**config.mk**
```make
export PLATFORM = sky130hd
export DESIGN_NAME = force_effect_packet_encoder
export DESIGN_NICKNAME = d
export VERILOG_FILES = /design/src/hw/rtl/fep_pkg.sv /design/src/hw/rtl/fep_pack.sv /design/src/hw/rtl/force_effect_packet_encoder.sv
export SDC_FILE = /design/constraint.sdc
export NUM_CORES = 1
export LEC_CHECK = 0
export BUFFER_PORTS_ARGS = -buffer_cell sky130_fd_sc_hd__buf_2
export CAP_MARGIN = 5
export CORE_MARGIN = 2
export CORE_UTILIZATION = 46
export DETAILED_ROUTE_END_ITERATION = 16
export PLACE_DENSITY = 0.81
export SYNTH_ARGS = -nofsm -noshare
export SYNTH_HDL_FRONTEND = slang
export SYNTH_HIERARCHICAL = 1
export SYNTH_SLANG_ARGS = --single-unit
```
**constraint.sdc**
```tcl
create_clock -name i_clk -period 5.71 [get_ports i_clk]
set_input_delay 0.571 -clock i_clk [delete_from_list [all_inputs] [get_ports i_clk]]
set_output_delay 0.571 -clock i_clk [all_outputs]
set_load 0.01 [all_outputs]
```
**src/hw/rtl/fep_pkg.sv**
```systemverilog
// Shared types, constants and field helpers for the force-feedback packet encoder.
package fep_pkg;

    localparam int unsigned FIELD_W = 16;
    localparam int unsigned BYTE_W  = 8;
    localparam int unsigned CODE_W  = 4;
    localparam int unsigned OP_W    = 3;
    localparam int unsigned SLOT_W  = 2;
    localparam int unsigned APB_DW  = 32;
    localparam int unsigned APB_AW  = 5;

    // Register reset values
    localparam logic [CODE_W-1:0] DOWNLOAD_CODE_RST = 4'd1;
    localparam logic [CODE_W-1:0] STOP_CODE_RST     = 4'd3;
    localparam logic [BYTE_W-1:0] CONSTANT_KIND_RST = 8'd0;
    localparam logic [BYTE_W-1:0] SPRING_KIND_RST   = 8'd11;
    localparam logic [BYTE_W-1:0] DAMPER_KIND_RST   = 8'd12;
    localparam logic [BYTE_W-1:0] FRICTION_KIND_RST = 8'd14;

    localparam logic [BYTE_W-1:0]  SLOT_BIT_BASE = 8'h10;
    localparam logic [16:0]        COEFF_KNEE    = 17'd2048;
    localparam logic [10:0]        DEADBAND_FULL = 11'd2047;

    typedef enum logic [OP_W-1:0] {
        OP_CONSTANT = 3'd0,
        OP_SPRING   = 3'd1,
        OP_DAMPER   = 3'd2,
        OP_FRICTION = 3'd3,
        OP_STOP     = 3'd4
    } t_op;

    // Register word index (byte address / 4)
    typedef enum logic [2:0] {
        REG_DOWNLOAD_CODE = 3'd0,
        REG_STOP_CODE     = 3'd1,
        REG_CONSTANT_KIND = 3'd2,
        REG_SPRING_KIND   = 3'd3,
        REG_DAMPER_KIND   = 3'd4,
        REG_FRICTION_KIND = 3'd5
    } t_reg_idx;

    typedef struct packed {
        logic [CODE_W-1:0] download_code;
        logic [CODE_W-1:0] stop_code;
        logic [BYTE_W-1:0] constant_kind;
        logic [BYTE_W-1:0] spring_kind;
        logic [BYTE_W-1:0] damper_kind;
        logic [BYTE_W-1:0] friction_kind;
    } t_cfg;

    typedef struct packed {
        logic [OP_W-1:0]           op;
        logic [SLOT_W-1:0]         slot;
        logic signed [FIELD_W-1:0] force_req;
        logic signed [FIELD_W-1:0] pos_coeff;
        logic signed [FIELD_W-1:0] neg_coeff;
        logic signed [FIELD_W-1:0] pos_sat;
        logic [FIELD_W-1:0]        dead_band;
        logic signed [FIELD_W-1:0] center_offset;
    } t_req;

    typedef struct packed {
        logic [BYTE_W-1:0] command_byte;
        logic [BYTE_W-1:0] kind_byte;
        logic [BYTE_W-1:0] param_a;
        logic [BYTE_W-1:0] param_b;
        logic [BYTE_W-1:0] param_c;
        logic [BYTE_W-1:0] param_d;
        logic [BYTE_W-1:0] param_e;
    } t_pkt;

    // |x| of a 16-bit two's complement value, 0..32768
    function automatic logic [16:0] mag16(input logic [FIELD_W-1:0] x);
        logic [16:0] neg;
        neg = 17'h10000 - {1'b0, x};
        return x[15] ? neg : {1'b0, x};
    endfunction

    // Double, saturate to 0xFFFF, keep top 4 bits
    function automatic logic [3:0] scale4(input logic [16:0] m);
        return (m[16] | m[15]) ? 4'hF : m[14:11];
    endfunction

    // Double, saturate to 0xFFFF, keep top 8 bits
    function automatic logic [7:0] scale8(input logic [16:0] m);
        return (m[16] | m[15]) ? 8'hFF : m[14:7];
    endfunction

    // Offset-binary (add 0x8000 mod 2^16) then top 8 / 11 bits
    function automatic logic [7:0] top8(input logic [FIELD_W-1:0] x);
        return {~x[15], x[14:8]};
    endfunction

    function automatic logic [10:0] top11(input logic [FIELD_W-1:0] x);
        return {~x[15], x[14:5]};
    endfunction

endpackage

```
**src/hw/rtl/fep_pack.sv**
```systemverilog
// Combinational packing of one registered request into a seven-byte packet.
module fep_pack (
    input  fep_pkg::t_cfg i_cfg,
    input  fep_pkg::t_req i_req,
    output fep_pkg::t_pkt o_pkt
);
    import fep_pkg::*;

    logic [16:0]       k1_mag, k2_mag, k1_adj, k2_adj;
    logic              s1, s2, k1_low, k2_low;
    logic [10:0]       d1, d2;
    logic [BYTE_W-1:0] sat_byte, force_byte, slot_bit;

    always_comb begin
        s1       = i_req.neg_coeff[15];
        s2       = i_req.pos_coeff[15];
        k1_mag   = mag16(i_req.neg_coeff);
        k2_mag   = mag16(i_req.pos_coeff);
        k1_low   = k1_mag < COEFF_KNEE;
        k2_low   = k2_mag < COEFF_KNEE;
        k1_adj   = k1_low ? k1_mag : k1_mag - COEFF_KNEE;
        k2_adj   = k2_low ? k2_mag : k2_mag - COEFF_KNEE;
        d1       = k1_low ? 11'd0 : top11(i_req.dead_band);
        d2       = k2_low ? DEADBAND_FULL : top11(i_req.center_offset);
        sat_byte = top8(i_req.pos_sat);
        force_byte = top8(i_req.force_req);
        slot_bit = SLOT_BIT_BASE << i_req.slot;

        o_pkt              = '0;
        o_pkt.command_byte = slot_bit | {{(BYTE_W-CODE_W){1'b0}}, i_cfg.download_code};

        unique case (t_op'(i_req.op))
            OP_CONSTANT: begin
                o_pkt.kind_byte = i_cfg.constant_kind;
                case (i_req.slot)
                    2'd0:    o_pkt.param_a = force_byte;
                    2'd1:    o_pkt.param_b = force_byte;
                    2'd2:    o_pkt.param_c = force_byte;
                    default: o_pkt.param_d = force_byte;
                endcase
            end
            OP_SPRING: begin
                o_pkt.kind_byte = i_cfg.spring_kind;
                o_pkt.param_a   = d1[10:3];
                o_pkt.param_b   = d2[10:3];
                o_pkt.param_c   = {scale4(k2_adj), scale4(k1_adj)};
                o_pkt.param_d   = {d2[2:0], s2, d1[2:0], s1};
                o_pkt.param_e   = sat_byte;
            end
            OP_DAMPER: begin
                o_pkt.kind_byte = i_cfg.damper_kind;
                o_pkt.param_a   = {4'd0, scale4(k1_mag)};
                o_pkt.param_b   = {7'd0, s1};
                o_pkt.param_c   = {4'd0, scale4(k2_mag)};
                o_pkt.param_d   = {7'd0, s2};
                o_pkt.param_e   = sat_byte;
            end
            OP_FRICTION: begin
                o_pkt.kind_byte = i_cfg.friction_kind;
                o_pkt.param_a   = scale8(k1_mag);
                o_pkt.param_b   = scale8(k2_mag);
                o_pkt.param_c   = sat_byte;
                o_pkt.param_d   = {3'd0, s2, 3'd0, s1};
            end
            default: begin
                // stop, and op codes with no meaning
                o_pkt.command_byte = slot_bit | {{(BYTE_W-CODE_W){1'b0}}, i_cfg.stop_code};
            end
        endcase
    end

endmodule

```
**src/hw/rtl/force_effect_packet_encoder.sv**
```systemverilog
// Top level: force-feedback packet encoder with request/result ports and APB registers.
// Result path: an accepted request passes the input reg, then the result reg, which drives the strobe o_done.
// Throughput: one request per clock; busy is never raised, since the single packing stage is combinational.
// The receiver cannot stall: every result is shown for exactly one cycle.
// Reset (i_rst_n low, synchronous): pipeline valids cleared, registers to reset values.
// Payload registers are not reset.
module force_effect_packet_encoder (
    input  logic                          i_clk,
    input  logic                          i_rst_n,
    // request side
    input  logic                          start,
    output logic                          busy,
    input  logic [fep_pkg::OP_W-1:0]      i_op,
    input  logic [fep_pkg::SLOT_W-1:0]    i_slot,
    input  logic signed [15:0]            i_force_req,
    input  logic signed [15:0]            i_pos_coeff,
    input  logic signed [15:0]            i_neg_coeff,
    input  logic signed [15:0]            i_pos_sat,
    input  logic [15:0]                   i_dead_band,
    input  logic signed [15:0]            i_center_offset,
    // result side
    output logic                          o_done,
    output logic [7:0]                    o_command_byte,
    output logic [7:0]                    o_kind_byte,
    output logic [7:0]                    o_param_a,
    output logic [7:0]                    o_param_b,
    output logic [7:0]                    o_param_c,
    output logic [7:0]                    o_param_d,
    output logic [7:0]                    o_param_e,
    // register port
    input  logic                          psel,
    input  logic                          penable,
    input  logic                          pwrite,
    input  logic [fep_pkg::APB_AW-1:0]    paddr,
    input  logic [fep_pkg::APB_DW-1:0]    pwdata,
    output logic [fep_pkg::APB_DW-1:0]    prdata,
    output logic                          pready
);
    import fep_pkg::*;

    // ---------------------------------------------------------------
    // Register file. Writes land on the access phase; no wait states.
    // ---------------------------------------------------------------
    t_cfg     r_cfg;
    logic     apb_wr;
    t_reg_idx reg_idx;

    assign pready  = 1'b1;
    assign apb_wr  = psel & penable & pwrite & pready;
    assign reg_idx = t_reg_idx'(paddr[4:2]);

    always_ff @(posedge i_clk) begin
        if (!i_rst_n) begin
            r_cfg.download_code <= DOWNLOAD_CODE_RST;
            r_cfg.stop_code     <= STOP_CODE_RST;
            r_cfg.constant_kind <= CONSTANT_KIND_RST;
            r_cfg.spring_kind   <= SPRING_KIND_RST;
            r_cfg.damper_kind   <= DAMPER_KIND_RST;
            r_cfg.friction_kind <= FRICTION_KIND_RST;
        end else if (apb_wr) begin
            unique case (reg_idx)
                REG_DOWNLOAD_CODE: r_cfg.download_code <= pwdata[CODE_W-1:0];
                REG_STOP_CODE:     r_cfg.stop_code     <= pwdata[CODE_W-1:0];
                REG_CONSTANT_KIND: r_cfg.constant_kind <= pwdata[BYTE_W-1:0];
                REG_SPRING_KIND:   r_cfg.spring_kind   <= pwdata[BYTE_W-1:0];
                REG_DAMPER_KIND:   r_cfg.damper_kind   <= pwdata[BYTE_W-1:0];
                REG_FRICTION_KIND: r_cfg.friction_kind <= pwdata[BYTE_W-1:0];
                default: ;  // unmapped words are ignored
            endcase
        end
    end

    // Read back, zero-extended; unmapped words read as zero
    always_comb begin
        unique case (reg_idx)
            REG_DOWNLOAD_CODE: prdata = {{(APB_DW-CODE_W){1'b0}}, r_cfg.download_code};
            REG_STOP_CODE:     prdata = {{(APB_DW-CODE_W){1'b0}}, r_cfg.stop_code};
            REG_CONSTANT_KIND: prdata = {{(APB_DW-BYTE_W){1'b0}}, r_cfg.constant_kind};
            REG_SPRING_KIND:   prdata = {{(APB_DW-BYTE_W){1'b0}}, r_cfg.spring_kind};
            REG_DAMPER_KIND:   prdata = {{(APB_DW-BYTE_W){1'b0}}, r_cfg.damper_kind};
            REG_FRICTION_KIND: prdata = {{(APB_DW-BYTE_W){1'b0}}, r_cfg.friction_kind};
            default:           prdata = '0;
        endcase
    end

    // ---------------------------------------------------------------
    // Stage 1: capture the request. Nothing upstream ever waits on us,
    // so busy stays low and a request can arrive every cycle.
    // ---------------------------------------------------------------
    logic r_req_vld;
    t_req r_req;
    t_pkt pkt;

    assign busy = 1'b0;

    always_ff @(posedge i_clk) begin
        if (!i_rst_n) begin
            r_req_vld <= 1'b0;
        end else begin
            r_req_vld <= start & ~busy;
        end
    end

    always_ff @(posedge i_clk) begin
        if (start & ~busy) begin
            r_req.op            <= i_op;
            r_req.slot          <= i_slot;
            r_req.force_req     <= i_force_req;
            r_req.pos_coeff     <= i_pos_coeff;
            r_req.neg_coeff     <= i_neg_coeff;
            r_req.pos_sat       <= i_pos_sat;
            r_req.dead_band     <= i_dead_band;
            r_req.center_offset <= i_center_offset;
        end
    end

    // Packing: magnitudes, knee subtract, saturating scale and byte muxing
    fep_pack u_pack (
        .i_cfg (r_cfg),
        .i_req (r_req),
        .o_pkt (pkt)
    );

    // ---------------------------------------------------------------
    // Stage 2: result register, strobed for one cycle per request.
    // ---------------------------------------------------------------
    logic r_done;
    t_pkt r_pkt;

    always_ff @(posedge i_clk) begin
        if (!i_rst_n) begin
            r_done <= 1'b0;
        end else begin
            r_done <= r_req_vld;
        end
    end

    always_ff @(posedge i_clk) begin
        if (r_req_vld) begin
            r_pkt <= pkt;
        end
    end

    assign o_done         = r_done;
    assign o_command_byte = r_pkt.command_byte;
    assign o_kind_byte    = r_pkt.kind_byte;
    assign o_param_a      = r_pkt.param_a;
    assign o_param_b      = r_pkt.param_b;
    assign o_param_c      = r_pkt.param_c;
    assign o_param_d      = r_pkt.param_d;
    assign o_param_e      = r_pkt.param_e;

endmodule
```
# ---- Yosys cells after proc, flatten, opt, wreduce, memory -nomap -nowiden
# Index checks and enable logic that the tools add are counted.
# W data, S select, Z words.
dict set report op_classes {
  add_sub_neg 4
  n_lt_le_gt_ge 2
  n_eq_ne 10
  n_shift 1
  muxes 19
  n_bitwise 12
  n_reduce_logical 12
}
# op count
set ops {}
lappend ops {{$pmux W40 S4} 1}
lappend ops {{$mux W17} 4}
lappend ops {{$mux W8} 7}
lappend ops {{$pmux W8 S6} 1}
lappend ops {{$lt A17 B12 Y1 const B} 2}
lappend ops {{$sub A17 B12 Y17 const B} 2}
lappend ops {{$sub A17 B16 Y17 const A} 2}
lappend ops {{$mux W11} 2}
lappend ops {{$mux W4} 4}
lappend ops {{$or A8 B4 Y8} 2}
lappend ops {{$eq A3 B2 Y1 const B} 4}
lappend ops {{$reduce_and A2 Y1} 6}
lappend ops {{$shl A5 B2 Y8 const A} 1}
lappend ops {{$eq A3 B1 Y1 const B} 2}
lappend ops {{$eq A3 B3 Y1 const B} 2}
lappend ops {{$logic_not A3 Y1} 2}
lappend ops {{$not A1 Y1} 4}
lappend ops {{$or A1 B1 Y1} 4}
lappend ops {{$reduce_or A4 Y1} 1}
lappend ops {{$reduce_or A3 Y1} 1}
lappend ops {{$and A1 B1 Y1} 2}
lappend ops {{$eq A2 B1 Y1 const B} 1}
lappend ops {{$eq A2 B2 Y1 const B} 1}
lappend ops {{$logic_not A2 Y1} 1}
lappend ops {{$reduce_or A2 Y1} 1}
dict set report totals {
  register_bits 199
  inputBits 144
  output_inout_bits 91
}

# ---- Logic depth before layout (Yosys ltp)
# Gate-level depths: netlist of the first run.
dict set report logic_depth {
  depth_word 7
  mapped_depth 11
}

# ---- By module
# Netlist of the first run, hierarchy kept.
# module instances cells_per_inst area_per_inst_um2
set by_module_without_submodules {}
lappend by_module_without_submodules {force_effect_packet_encoder 1 386 6881.6}
lappend by_module_without_submodules {fep_pack 1 294 1968.1}

# ---- Least setup slack after synthesis of the first run
# OpenSTA, ideal clock, no wires.
dict set report synth_path {
  kind {register -> register}
  startpoint {register r_req[56] (netlist name)}
  endpoint {register r_pkt, in the netlist o_param_a[6], data pin}
  setup_time_ns 0.262
  arrival_ns 2.953
  slack_ns 2.495
  path_stages_with_launch 10
  n_path_buf 1
  path_cell_list {edfxtp_1 or4_1 o41ai_1 xor2_1 ha_1 nor4b_1 a211oi_1 clkbuf_1 a222oi_1 inv_1}
}
# element line_no
set synth_lines {}
lappend synth_lines {{from (decl)} force_effect_packet_encoder.sv:91} ;# t_req r_req;
lappend synth_lines {{to (signal assigned)} force_effect_packet_encoder.sv:140} ;# r_pkt <= pkt;
lappend synth_lines {{to (decl)} force_effect_packet_encoder.sv:128} ;# t_pkt r_pkt;

==> impl.org, run 1 <==
** Run status
- Outcome :: complete, no violations

** Clocking
- TritonCTS built the clock tree.
- The clock reaches the later pin of the worst-skew pair after about 0.43 ns.
- In this run the post-CTS setup repair buffer count came out at 0.
- Maximum clock insertion buffer count :: 2
- Number of sinks driven by the clock tree :: approximately 170
- CTS placed an instance of clkbuf_16 at the clock tree root.
- The H-tree generated during clock tree synthesis spans 4 levels.
- CTS Hold Buffers Added :: 0
- Clock-pin slew on the worst setup and hold paths :: ~0.07 ns
- Gates resized during post-CTS repair numbered 0.
- Clock buffer count from CTS :: 17

** Cells and area
- Layout cells sized above 1 :: between 20% and 30%
- The area growth from synthesis to layout is 17.5%.
- With fillers left out, the area of the finished cells amounts to 9480 sq um.
- After the last flow step, the layout net total stands at 935.
- Counting the fill cells in the layout gives 1400.

** Timing
- Post-Route Skew :: 0.00796 ns
- Setup violations remaining at the end of the flow were counted as 0.
- In the final timing run, aggregate negative setup slack is 0 ns.
- Number of endpoints with negative hold slack in the final report :: 0
- Fmax :: 275 MHz
- The smallest clock period supported by the final layout is computed as roughly 3.6 ns.
- Setup repair after global routing left no endpoint under its margin.
- Number of pins with negative max-slew slack in the final report :: 0
- Remaining max-slew budget at the tightest pin :: between 20% and 30%
- Slew @ Worst Pin :: 1.10 ns
- Period utilization :: between 60% and 70%

** Global routing
- The initial antenna violation count is 1.
- Total gr overflow :: 0
- Global routing used a little over a fifth of the available tracks.
- The number of global-route vias before repair was 5434.
- Entering global routing, the biggest net connects 77 pins.
- Global-route wire length before repair :: 29100 um

** Yosys
- Count of synthesis-stage warnings from yosys :: 6
- Mapped Cells :: 654
- Total standard cell area after synthesis :: 8070 sq um
- Mean instance size in the synthesized netlist :: 12.3 sq um

** Floorplan
- The floorplan step set the die width to 136 um.
- Starting density of the core :: 46.8%
- The total area inside the core boundary comes to 17200 sq um.
- After floorplanning, the core was divided into 48 placement rows.
- Height of the chip :: 136 um
- I/O pin count :: 235
- The floorplan step defined a die boundary enclosing around 19000 sq um.

** Routing
- Dividing the detail-routed via count by the number of cells gives 5.71.
- WL met1 :: slightly above 8000 um
- DRC viols :: 0
- The routed design uses 1520 um of met3 wire.
- Before antenna repair, the detailed router went through 8 iterations.
- The final layout contains routed wiring with a total length of roughly 20000 um.
- For this block, the initial DRC count from the detailed router was 591.
- In this run the remaining antenna-violating nets after routing total 0.
- Detailed routing placed a total of 9240 um of wire on met2.
- Routed signal wires occupy layers up through met4.
- Via total after detailed routing :: 5865
- In the final routed layout, each cell accounts on average for 19.1 um.

** Setup path
- The startpoint identified for the worst register-to-register timing path is r_req[56]$_DFFE_PP_.
- Of all nets on the critical path, the largest fanout is 11.
- For this design, the slowest cell found on the critical path is or4_1.
- Worst endpoint required time :: 5.89 ns
- The worst setup path is launched from a register.
- Critical path endpoint category :: register
- Slowest stage delay, CP :: 0.64 ns
- STA puts the critical path data arrival time at ~3.8 ns.
- The most critical setup path has its startpoint at r_req[56]$_DFFE_PP_.
- Cell-by-cell listing of the critical path :: or4_1, o41ai_1, xor2_1, ha_1, nor4b_1, a211oi_1, buf_4, a222oi_1, nand2_1
- The critical path is of the register to register type.

** Run
- Max-cap violation count :: 0

** Placement
- Port buffering added roughly 160 buffers.
- The HPWL after detailed placement is around 13000 um.
- The congestion estimate from routability-driven global placement came to between 0.9 and 1.
- Instance area after placement :: 8870 sq um

** Worst hold path
- In this run the worst hold path is classified as input pin to register.
- The startpoint identified for the worst hold timing path is i_center_offset[11].

** Power and ir drop
- Total power :: ~3 mW
- Power per unit of standard cell area :: about 310 nW/um^2
- The analysis attributes to cell leakage a power of 3.59 nW.
- The worst-case IR drop observed on VDD is 0.000228 V.
==> flip-flops by register name, summed over array words and instances (netlist names), 8 cells and up <==
register	flops
o_param_b	8
o_param_a	8
r_cfg	40
o_param_d	8
o_param_e	8
o_command_byte	8
o_kind_byte	8
o_param_c	8
r_req	75
==> per-layer routing <==
metal / up-vias / global-route usage, %
met5: - / 0
met1: 2792 / 28.9
met3: 38 / 4.70
met4: 0 / 9.84
met2: 319 / 32.0
li1: 2716 / -
==> through the flow <==
| step | worst slack [ns] | hold WS [ns] | util, % | instances |
|---|---|---|---|---|
| 5_1_grt | 1.84 | 0.289 | 55.0 | 1028 |
| 3_5_place_dp | 2.16 | 0.462 | 51.5 | 995 |
| 3_3_place_gp | 2.24 | 0.455 | 51.5 | 995 |
| 2_1_floorplan | 2.49 | 0.444 | - | 678 |
| 6_report | 2.07 | 0.308 | 55.0 | 1028 |
| 4_1_cts | 2.16 | 0.295 | 55.0 | 1027 |
==> cell type report <==
class | count | area [sq um] | share of cell area (%)
inverter | 15 | 56.3 | 0.594
antenna | 1 | 2.50 | 0.0264
clock buffer | 17 | 425 | 4.49
timing repair buffer | 159 | 806 | 8.50
clock inverter | 15 | 175 | 1.85
multi-input combinational | 423 | 2960 | 31.2
sequential | 173 | 4780 | 50.4
tap | 225 | 282 | 2.97
==> final timing paths <==
| check | to | slack (ns) | cells after the start |
|---|---|---|---|
| max | o_param_a[2]$_DFFE_PP_ | 2.07 | 9 |
| max reg2reg | o_param_a[2]$_DFFE_PP_ | 2.07 | 9 |
| min reg2reg | r_cfg[20]$_SDFFE_PN0P_ | 0.47 | 2 |
| min | r_req[11]$_DFFE_PP_ | 0.31 | 1 |
==> cell usage in the layout (no fill, tap or decap), types with 7 or more instances in the layout <==
master,n
buf_2,155
edfxtp_1,131
nand2_1,68
mux2i_1,54
dfxtp_1,41
o21ai_0,37
conb_1,26
nor2b_1,25
clkbuf_16,17
nor2_1,16
inv_1,15
o221ai_1,9
nor3_1,9
and2_1,9
xnor2_1,8
mux4_2,8
a21oi_1,8
nand2b_1,7
o211ai_1,7
nor4_1,7
or4_1,7
nand3_1,7
==> report_power, final <==
group / switching (mW) / internal [mW] / leakage, nW / total, mW
registers: 0.0661 / 1.44 / 1.56 / 1.51
clock network: 0.521 / 0.661 / 0.291 / 1.18
logic: 0.174 / 0.121 / 1.74 / 0.295
total: 0.762 / 2.22 / 3.59 / 2.98
==> critical path, delay by kind of cell (launching register included) <==
family	cells	cell delay, ns
AO/OA/AOI/OAI	3	0.95
flip-flops	1	0.46
buffers and inverters	1	0.20
adder cells (fa/ha/maj)	1	0.35
AND/OR/NAND/NOR	3	1.09
XOR/XNOR	1	0.34
Power figures use the tool's default switching activity.
==> inputs of run 2 (changes only) <==
Settings changed: PLACE_DENSITY 0.81 to 0.84.
Clock period 5.71 ns to 3.2 ns, I/O delays scaled along.
==> run 2 against run 1 <==
  * Final cell count grew 2.1%
  * Clock power is 75% higher
  * Fmax up 17%
  * Cell area grew 2.0%
  * Largest cell class unchanged
  * Routed wire length up 0.26%
  * Critical path type unchanged
  * Register-to-register slack worse by 2.0 ns
  * Critical path depth stayed put
  * Count of clock-buffer cells in the layout rose by 4
  * Largest power group unchanged
  * Clock skew down 0.0019 ns
  * Combinational power up 99%
==> impl.org, run 2 (synthesis gave the netlist of run 1 again) <==
** Routing
- Per-cell via count in the routed design :: 5.69 (-0.28%)
- Average wire per standard cell :: 18.8 um (-1.8%)
- The aggregate routed wire length was 19700 um (+0.26%).
- Via total after detailed routing :: 5974 (+1.9%)
- The DRC violation total after the first TritonRoute iteration is 632 (+6.9%).
- The number of design rule violations left after detail routing is 0 (unchanged).
- The number of nets with antenna violations after detailed routing was 0 (unchanged).
- Drt first pass iters :: 7 (-1)

** Setup path
- STA classifies the critical path startpoint as a register.
- The endpoint identified for the worst register-to-register timing path is o_param_c[5]$_DFFE_PP_.
- Depth of the worst register-to-register path :: 9 (unchanged)
- The data arrival time of the worst path came to 3.28 ns (-0.54 ns).
- R2R setup slack :: 0.08 ns (-1.99 ns)
- STA classifies the critical path endpoint as a register.
- Critical setup path kind :: register to register
- Worst endpoint required time :: 3.37 ns (-2.52 ns)
- The maximum fanout count along the critical path came to 4 (-7).
- Startpoint of the most critical register-to-register path :: r_req[66]$_DFFE_PP_

** Placement
- The count of buffers inserted at the top-level ports was 156 (unchanged).
- Instance area after placement :: 9040 sq um (+1.8%)
- The worst-case setup slack after placement came to -0.0452 ns (-2.21 ns).
- The half-perimeter wire length after detailed placement was 13800 um (+1.9%).
- The final weighted congestion of routability-driven global placement came to 0.920 (-0.92%).

** Global routing
- The leftover overflow at the end of global routing is 0 (unchanged).
- Maximum number of pins on one net before global-route repair :: 77 (unchanged)
- Overall global routing resource usage :: 21.3% (+0.23 points)
- Via count of the first global-routing pass :: 5596 (+3.0%)
- The initial antenna violation count was 1 (unchanged).
- Global-route wire length before repair :: 29800 um (+2.3%)

** Power and ir drop
- Clock share of power :: 38.8% (-0.8 points)
- The fraction of power consumed by sequential logic came to 50.2% (-0.3 points).
- Static power due to leakage :: 3.69 nW (+2.8%)
- Fraction of power spent switching nets :: 24.1% (-1.5 points)
- Maximum ir drop on the vdd rail :: 0.000379 V (+66%)
- The total chip power was 5.32 mW (+78%).
- Power per unit of standard cell area :: 551 nW/um^2 (+75%)
- The total internal power was 4.04 mW (+82%).
- The logic gate share of total power is 11.0% (+1.1 points).
- Net switching component of the power :: 1.28 mW (+68%)

** Worst hold path
- Worst hold-check path type :: input pin to register
- Hold EP :: r_req[67]$_DFFE_PP_
- Startpoint of the most critical hold path :: i_pos_coeff[3]
- The worst hold path depth is 1 (unchanged).

** Timing
- Fmax :: 321 MHz (+17%)
- Final setup violating endpoints :: 0 (unchanged)
- The final count of pins violating max slew is 0 (unchanged).
- Minimum clock period after layout :: 3.12 ns (-0.525 ns)
- The worst setup margin was 0.0849 ns (-1.99 ns).
- Slew @ Worst Pin :: 0.931 ns (-0.173 ns)
- The worst clock skew came to 0.00601 ns (-0.00195 ns).
- The hold violation count in the final report was 0 (unchanged).
- The final critical-path share of the clock period is 97.3% (+34 points).
- Remaining max-slew budget at the tightest pin :: 37.9% (+12 points)

** Cells and area
- Utilization after layout :: 56.1% (+1.1 points)
- Largest register by flop count :: r_req
- The number of nets in the finished design is 957 (+2.4%).
- In the final layout, the registers with the most flip-flops are r_req (75), r_cfg (40).
- The library cells used most frequently in the layout, excluding fill and tap cells, are buf_2, edfxtp_1, nand2_1.
- The library cell used most frequently in the layout, excluding fill and tap cells, is buf_2.
- Max reg flops :: 75 (unchanged)
- Relative to the synthesized area, the layout overhead comes to 19.8%.
- Area of the multi-input gates :: 3000 sq um (+1.4%)
- Flip-flop and latch area :: 4780 sq um (unchanged)
- Fill cells :: 1390 (-0.71%)
- Layout cells sized above 1 :: 29.4% (+2.1 points)
- Post-route cell area :: 9670 sq um (+2.0%)

** Floorplan
- Starting density of the core :: 46.8% (unchanged)
- Std cell rows :: 48 (unchanged)
- The area of the core came to 17200 sq um (unchanged).
- The number of placed I/O pins came to 235 (unchanged).
- The die outline area is 18600 sq um (unchanged).
- The horizontal die dimension was 136 um (unchanged).
- The die height came to 136 um (unchanged).

** Clocking
- The insertion delay of the later-clocked pin in the worst-skew pair came to 0.43 ns (about the same).
- Buffer cell driving the clock tree root :: clkbuf_16
- The number of levels the H-tree was split into is 4 (unchanged).
- CTS Hold Buffers Added :: 0 (unchanged)
- CTS tree :: done
- Maximum clock insertion buffer count :: 2 (unchanged)
- The CTS clock-pin slew for the worst setup and hold paths came to 0.07 ns (about the same).
- Number of sinks driven by the clock tree :: 173 (unchanged)
- Clock buffer count from CTS :: 17 (unchanged)

** Run status
- The run finished with clean final reports.

** Run
- The max-cap check violation count came to 0 (unchanged).
==> run 2: changes by cell type in the layout (fill, tap and decap cells not counted), moves of 3 or more <==
cell,delta
inv_6,-5
buf_4,+22
or4_4,+3
inv_8,-3
or4_1,-3
clkbuf_1,+4
clkinv_1,+3
==> run 2: worst max path at each step <==
stage | from | endpoint | slack, ns
floorplan | r_req[56]$_DFFE_PP_ | o_param_a[6]$_DFFE_PP_ | 0.07
global placement | r_req[66]$_DFFE_PP_ | o_param_c[5]$_DFFE_PP_ | 0.03
detailed placement | r_req[66]$_DFFE_PP_ | o_param_c[5]$_DFFE_PP_ | -0.05
CTS | r_req[66]$_DFFE_PP_ | o_param_c[5]$_DFFE_PP_ | 0.02
global route | r_req[58]$_DFFE_PP_ | o_param_a[2]$_DFFE_PP_ | -0.03
finish | r_req[66]$_DFFE_PP_ | o_param_c[5]$_DFFE_PP_ | 0.08
==> run 2: stage by stage <==
stage / hold WS, ns / instances / TNS, ns
floorplan: 0.419 / 678 / 0
detailed placement: 0.466 / 1016 / -0.0452
global placement: 0.455 / 1016 / 0
global route: 0.0451 / 1050 / -0.0325
finish: 0.0645 / 1050 / 0
CTS: 0.0524 / 1048 / 0
==> run 2: power groups by stage <==
| stage | combinational [mW] | clock [mW] | sequential (mW) |
|---|---|---|---|
| floorplan | 0.334 | 0 | 2.70 |
| global placement | 0.557 | 0 | 2.71 |
| detailed placement | 0.570 | 0 | 2.71 |
| CTS | 0.575 | 2.09 | 2.67 |
| global route | 0.636 | 2.18 | 2.69 |
| finish | 0.586 | 2.07 | 2.67 |
==> run 2: what timing repair did <==
| item | CTS | global route |
|---|---|---|
| resized for setup | 1 | 6 |
| buffers inserted | 0 | 1 |
| pin swaps | 0 | 1 |
| cloned | 0 | 0 |
| setup endpoints to repair | 1 | 12 |
==> run 2: layout make-up <==
| type | instances | share of cell area, % |
|---|---|---|
| multi-input cells | 423 | 31.0 |
| flip-flops and latches | 173 | 49.4 |
| inverters | 15 | 0.583 |
| diodes | 1 | 0.0259 |
| clock buffers | 21 | 4.56 |
| clock inverters | 11 | 1.48 |
| well taps | 225 | 2.91 |
| repair buffers | 181 | 10.0 |
==> run 2: layer usage <==
layer / track usage, % / share of wire, %
met3: 5.03 / 7.3
met5: 0 / 0
met2: 33.1 / 48
met4: 8.85 / 2.7
met1: 28.8 / 42
==> run 2: worst max-delay path, stage by stage (launching register included) <==
cell and delay (ns):
edfxtp_1 0.40, or4_4 0.60, o41ai_2 0.33, buf_4 0.18
xor2_1 0.06, ha_1 0.29, inv_1 0.06, or4b_2 0.67
mux2i_1 0.20, a21oi_1 0.08
==> inputs of run 3 (changes only) <==
Settings changed: CORE_MARGIN 2 to 3.
==> run 3 against run 2 <==
  * Register-to-register slack improved by 0.04 ns
  * Global-route usage fell by 1.1 points
  * Critical path depth unchanged
  * Sequential cell count unchanged
  * Final cell count shrank 0.38%
  * Clock skew rose by 0.0079 ns
  * Critical path type unchanged
  * Largest cell class unchanged
==> impl.org, run 3 (synthesis gave the netlist of run 1 again) <==
** Placement
- The half-perimeter wire length after detailed placement was 14100 um (+2.7%).
- The final weighted congestion of routability-driven global placement was 0.948 (+3.1%).
- Count of port buffers added during placement :: 156 (unchanged)

** Run status
- Outcome :: complete, no violations

** Timing
- The maximum clock frequency was 325 MHz (+1.3%).
- The worst relative slew slack was 36.6% (-1.3 points).
- Setup TNS :: 0 ns (unchanged)
- Slew @ Worst Pin :: 0.951 ns (+0.0197 ns)
- Minimum clock period after layout :: 3.07 ns (-0.0411 ns)
- The worst clock skew came to 0.0140 ns (+0.00795 ns).
- The final count of pins violating max slew is 0 (unchanged).
- Final hold slack :: 0.0523 ns (-0.0122 ns)
- Number of endpoints with negative hold slack in the final report :: 0 (unchanged)
- The number of setup violations in the final report is 0 (unchanged).
- Period utilization :: 96.1% (-1.3 points)

** Clocking
- The number of buffers created by CTS came to 17 (unchanged).
- The number of clock sinks is 173 (unchanged).
- The number of levels the H-tree was split into was 4 (unchanged).
- Clock-pin slew on the worst setup and hold paths :: 0.08 ns (about the same)
- The insertion delay of the later-clocked pin in the worst-skew pair was 0.44 ns (about the same).
- CTS tree :: done
- Maximum clock insertion buffer count :: 2 (unchanged)
- The tree is rooted in a clkbuf_16.
- The count of buffers added by post-CTS timing repair for setup was 0 (unchanged).
- CTS Hold Buffers Added :: 0 (unchanged)

** Cells and area
- The share of post-route cells with drive strength above 1 is 30.1% (+0.73 points).
- Nets :: 957 (unchanged)
- The area growth from synthesis to layout came to 19.8% (about the same).
- Ranked by flip-flop count, first place goes to r_req.
- Largest registers in the final layout :: r_req (75), r_cfg (40)
- Leaving out fill and tap cells, the most frequent cells in the layout are buf_2, edfxtp_1, nand2_1.
- Max reg flops :: 75 (unchanged)
- Most common cell after layout, fill and taps aside :: buf_2

** Floorplan
- The standard-cell row count was 47 (-2.1%).
- Die width :: 138 um (+1.5%)
- The area of the core is 16900 sq um (-2.1%).
- Height of the chip :: 138 um (+1.5%)
- I/O pin count :: 235 (unchanged)
- The starting utilization of the core area was 47.8% (+1.0 points).
- The die outline area was 19200 sq um (+3.0%).

** Global routing
- The global-route wire length before repair came to 30400 um (+2.1%).
- Via count of the first global-routing pass :: 5653 (+1.0%)
- The leftover overflow at the end of global routing was 0 (unchanged).
- The largest net degree at the start of global routing is 77 (unchanged).
- The global-route total usage across every layer came to 20.2% (-1.1 points).
- The initial antenna violation count was 2 (+1).

** Setup path
- Critical setup path kind :: register to register
- CP Max Fanout :: 4 (unchanged)
- The worst setup path is launched from a register.
- Worst Path Arrival :: 3.24 ns (-0.04 ns)
- The critical path required time came to 3.37 ns (about the same).
- Critical path endpoint category :: register

** Routing
- The number of nets with antenna violations after detailed routing is 0 (unchanged).
- The DRC violation total after the first TritonRoute iteration is 686 (+8.5%).
- Routed wire length :: 19700 um (-0.18%)
- DRC viols :: 0 (unchanged)
- Per-cell via count in the routed design :: 5.71 (+0.30%)
- The first-pass iteration count of the detailed router is 6 (-1).
- Via total after detailed routing :: 5969 (-0.084%)
- The routed length per placed instance was 18.8 um (+0.20%).

** Run
- Max-cap violation count :: 0 (unchanged)

** Power and ir drop
- The standby leakage power was 3.69 nW (+0.15%).
- The total power per unit cell area was 545 nW/um^2 (-0.99%).
- The maximum vdd ir drop came to 0.000371 V (-2.0%).

** Worst hold path
- The path class of the tightest hold or removal check is input pin to register.
## run 3: critical path, cell delays in order (launching register included)
cell,delay [ns]
edfxtp_1,0.46
or4_1,0.62
o41ai_2,0.26
buf_4,0.18
xor2_1,0.06
ha_1,0.29
inv_1,0.04
or4b_2,0.66
mux2i_1,0.15
a21oi_1,0.07
## run 3: final timing paths
kind / start / endpoint / slack (ns) / cells past startpoint
setup / recovery: r_req[74]$_DFFE_PP_ / o_param_c[5]$_DFFE_PP_ / 0.13 / 9
hold / removal: i_center_offset[9] / r_req[9]$_DFFE_PP_ / 0.05 / 1
setup reg to reg: r_req[74]$_DFFE_PP_ / o_param_c[5]$_DFFE_PP_ / 0.13 / 9
hold reg to reg: r_cfg[7]$_SDFFE_PN0P_ / r_cfg[7]$_SDFFE_PN0P_ / 0.47 / 2
## run 3: what timing repair did
item                       CTS  global route
resized for setup            0             6
hold endpoints to repair     0             0
setup endpoints to repair    0             4
## run 3: cell type report
cell class                      instances  area, sq um
Fill cell                            1354         7210
Sequential cell                       173         4780
Multi-Input combinational cell        423         2990
Timing Repair Buffer                  181          971
Clock buffer                           17          425
Tap cell                              220          275
Clock inverter                         15          164
Inverter                               15         56.3
Antenna cell                            2         5.00
## run 3: per-layer routing
layer	global-route usage, %	part of all wire, %
met1	27.1	41
met2	32.8	49
met3	4.49	7.8
met4	6.86	2.5
met5	0	0
## run 3: metrics by stage
stage	instances	setup WS, ns	power, mW	area, sq um	util (%)
2_1_floorplan	678	0.0710	3.04	8170	-
3_3_place_gp	1012	0.0860	3.27	9040	53.6
3_5_place_dp	1012	0.108	3.28	9040	53.6
4_1_cts	1044	0.101	5.30	9630	57.1
5_1_grt	1046	-0.00335	5.48	9660	57.3
6_report	1046	0.126	5.27	9660	57.3
## run 3: report_power, final
part / internal (mW) / switching, mW
sequential: 2.57 / 0.104
clock: 1.05 / 0.971
combinational: 0.243 / 0.330
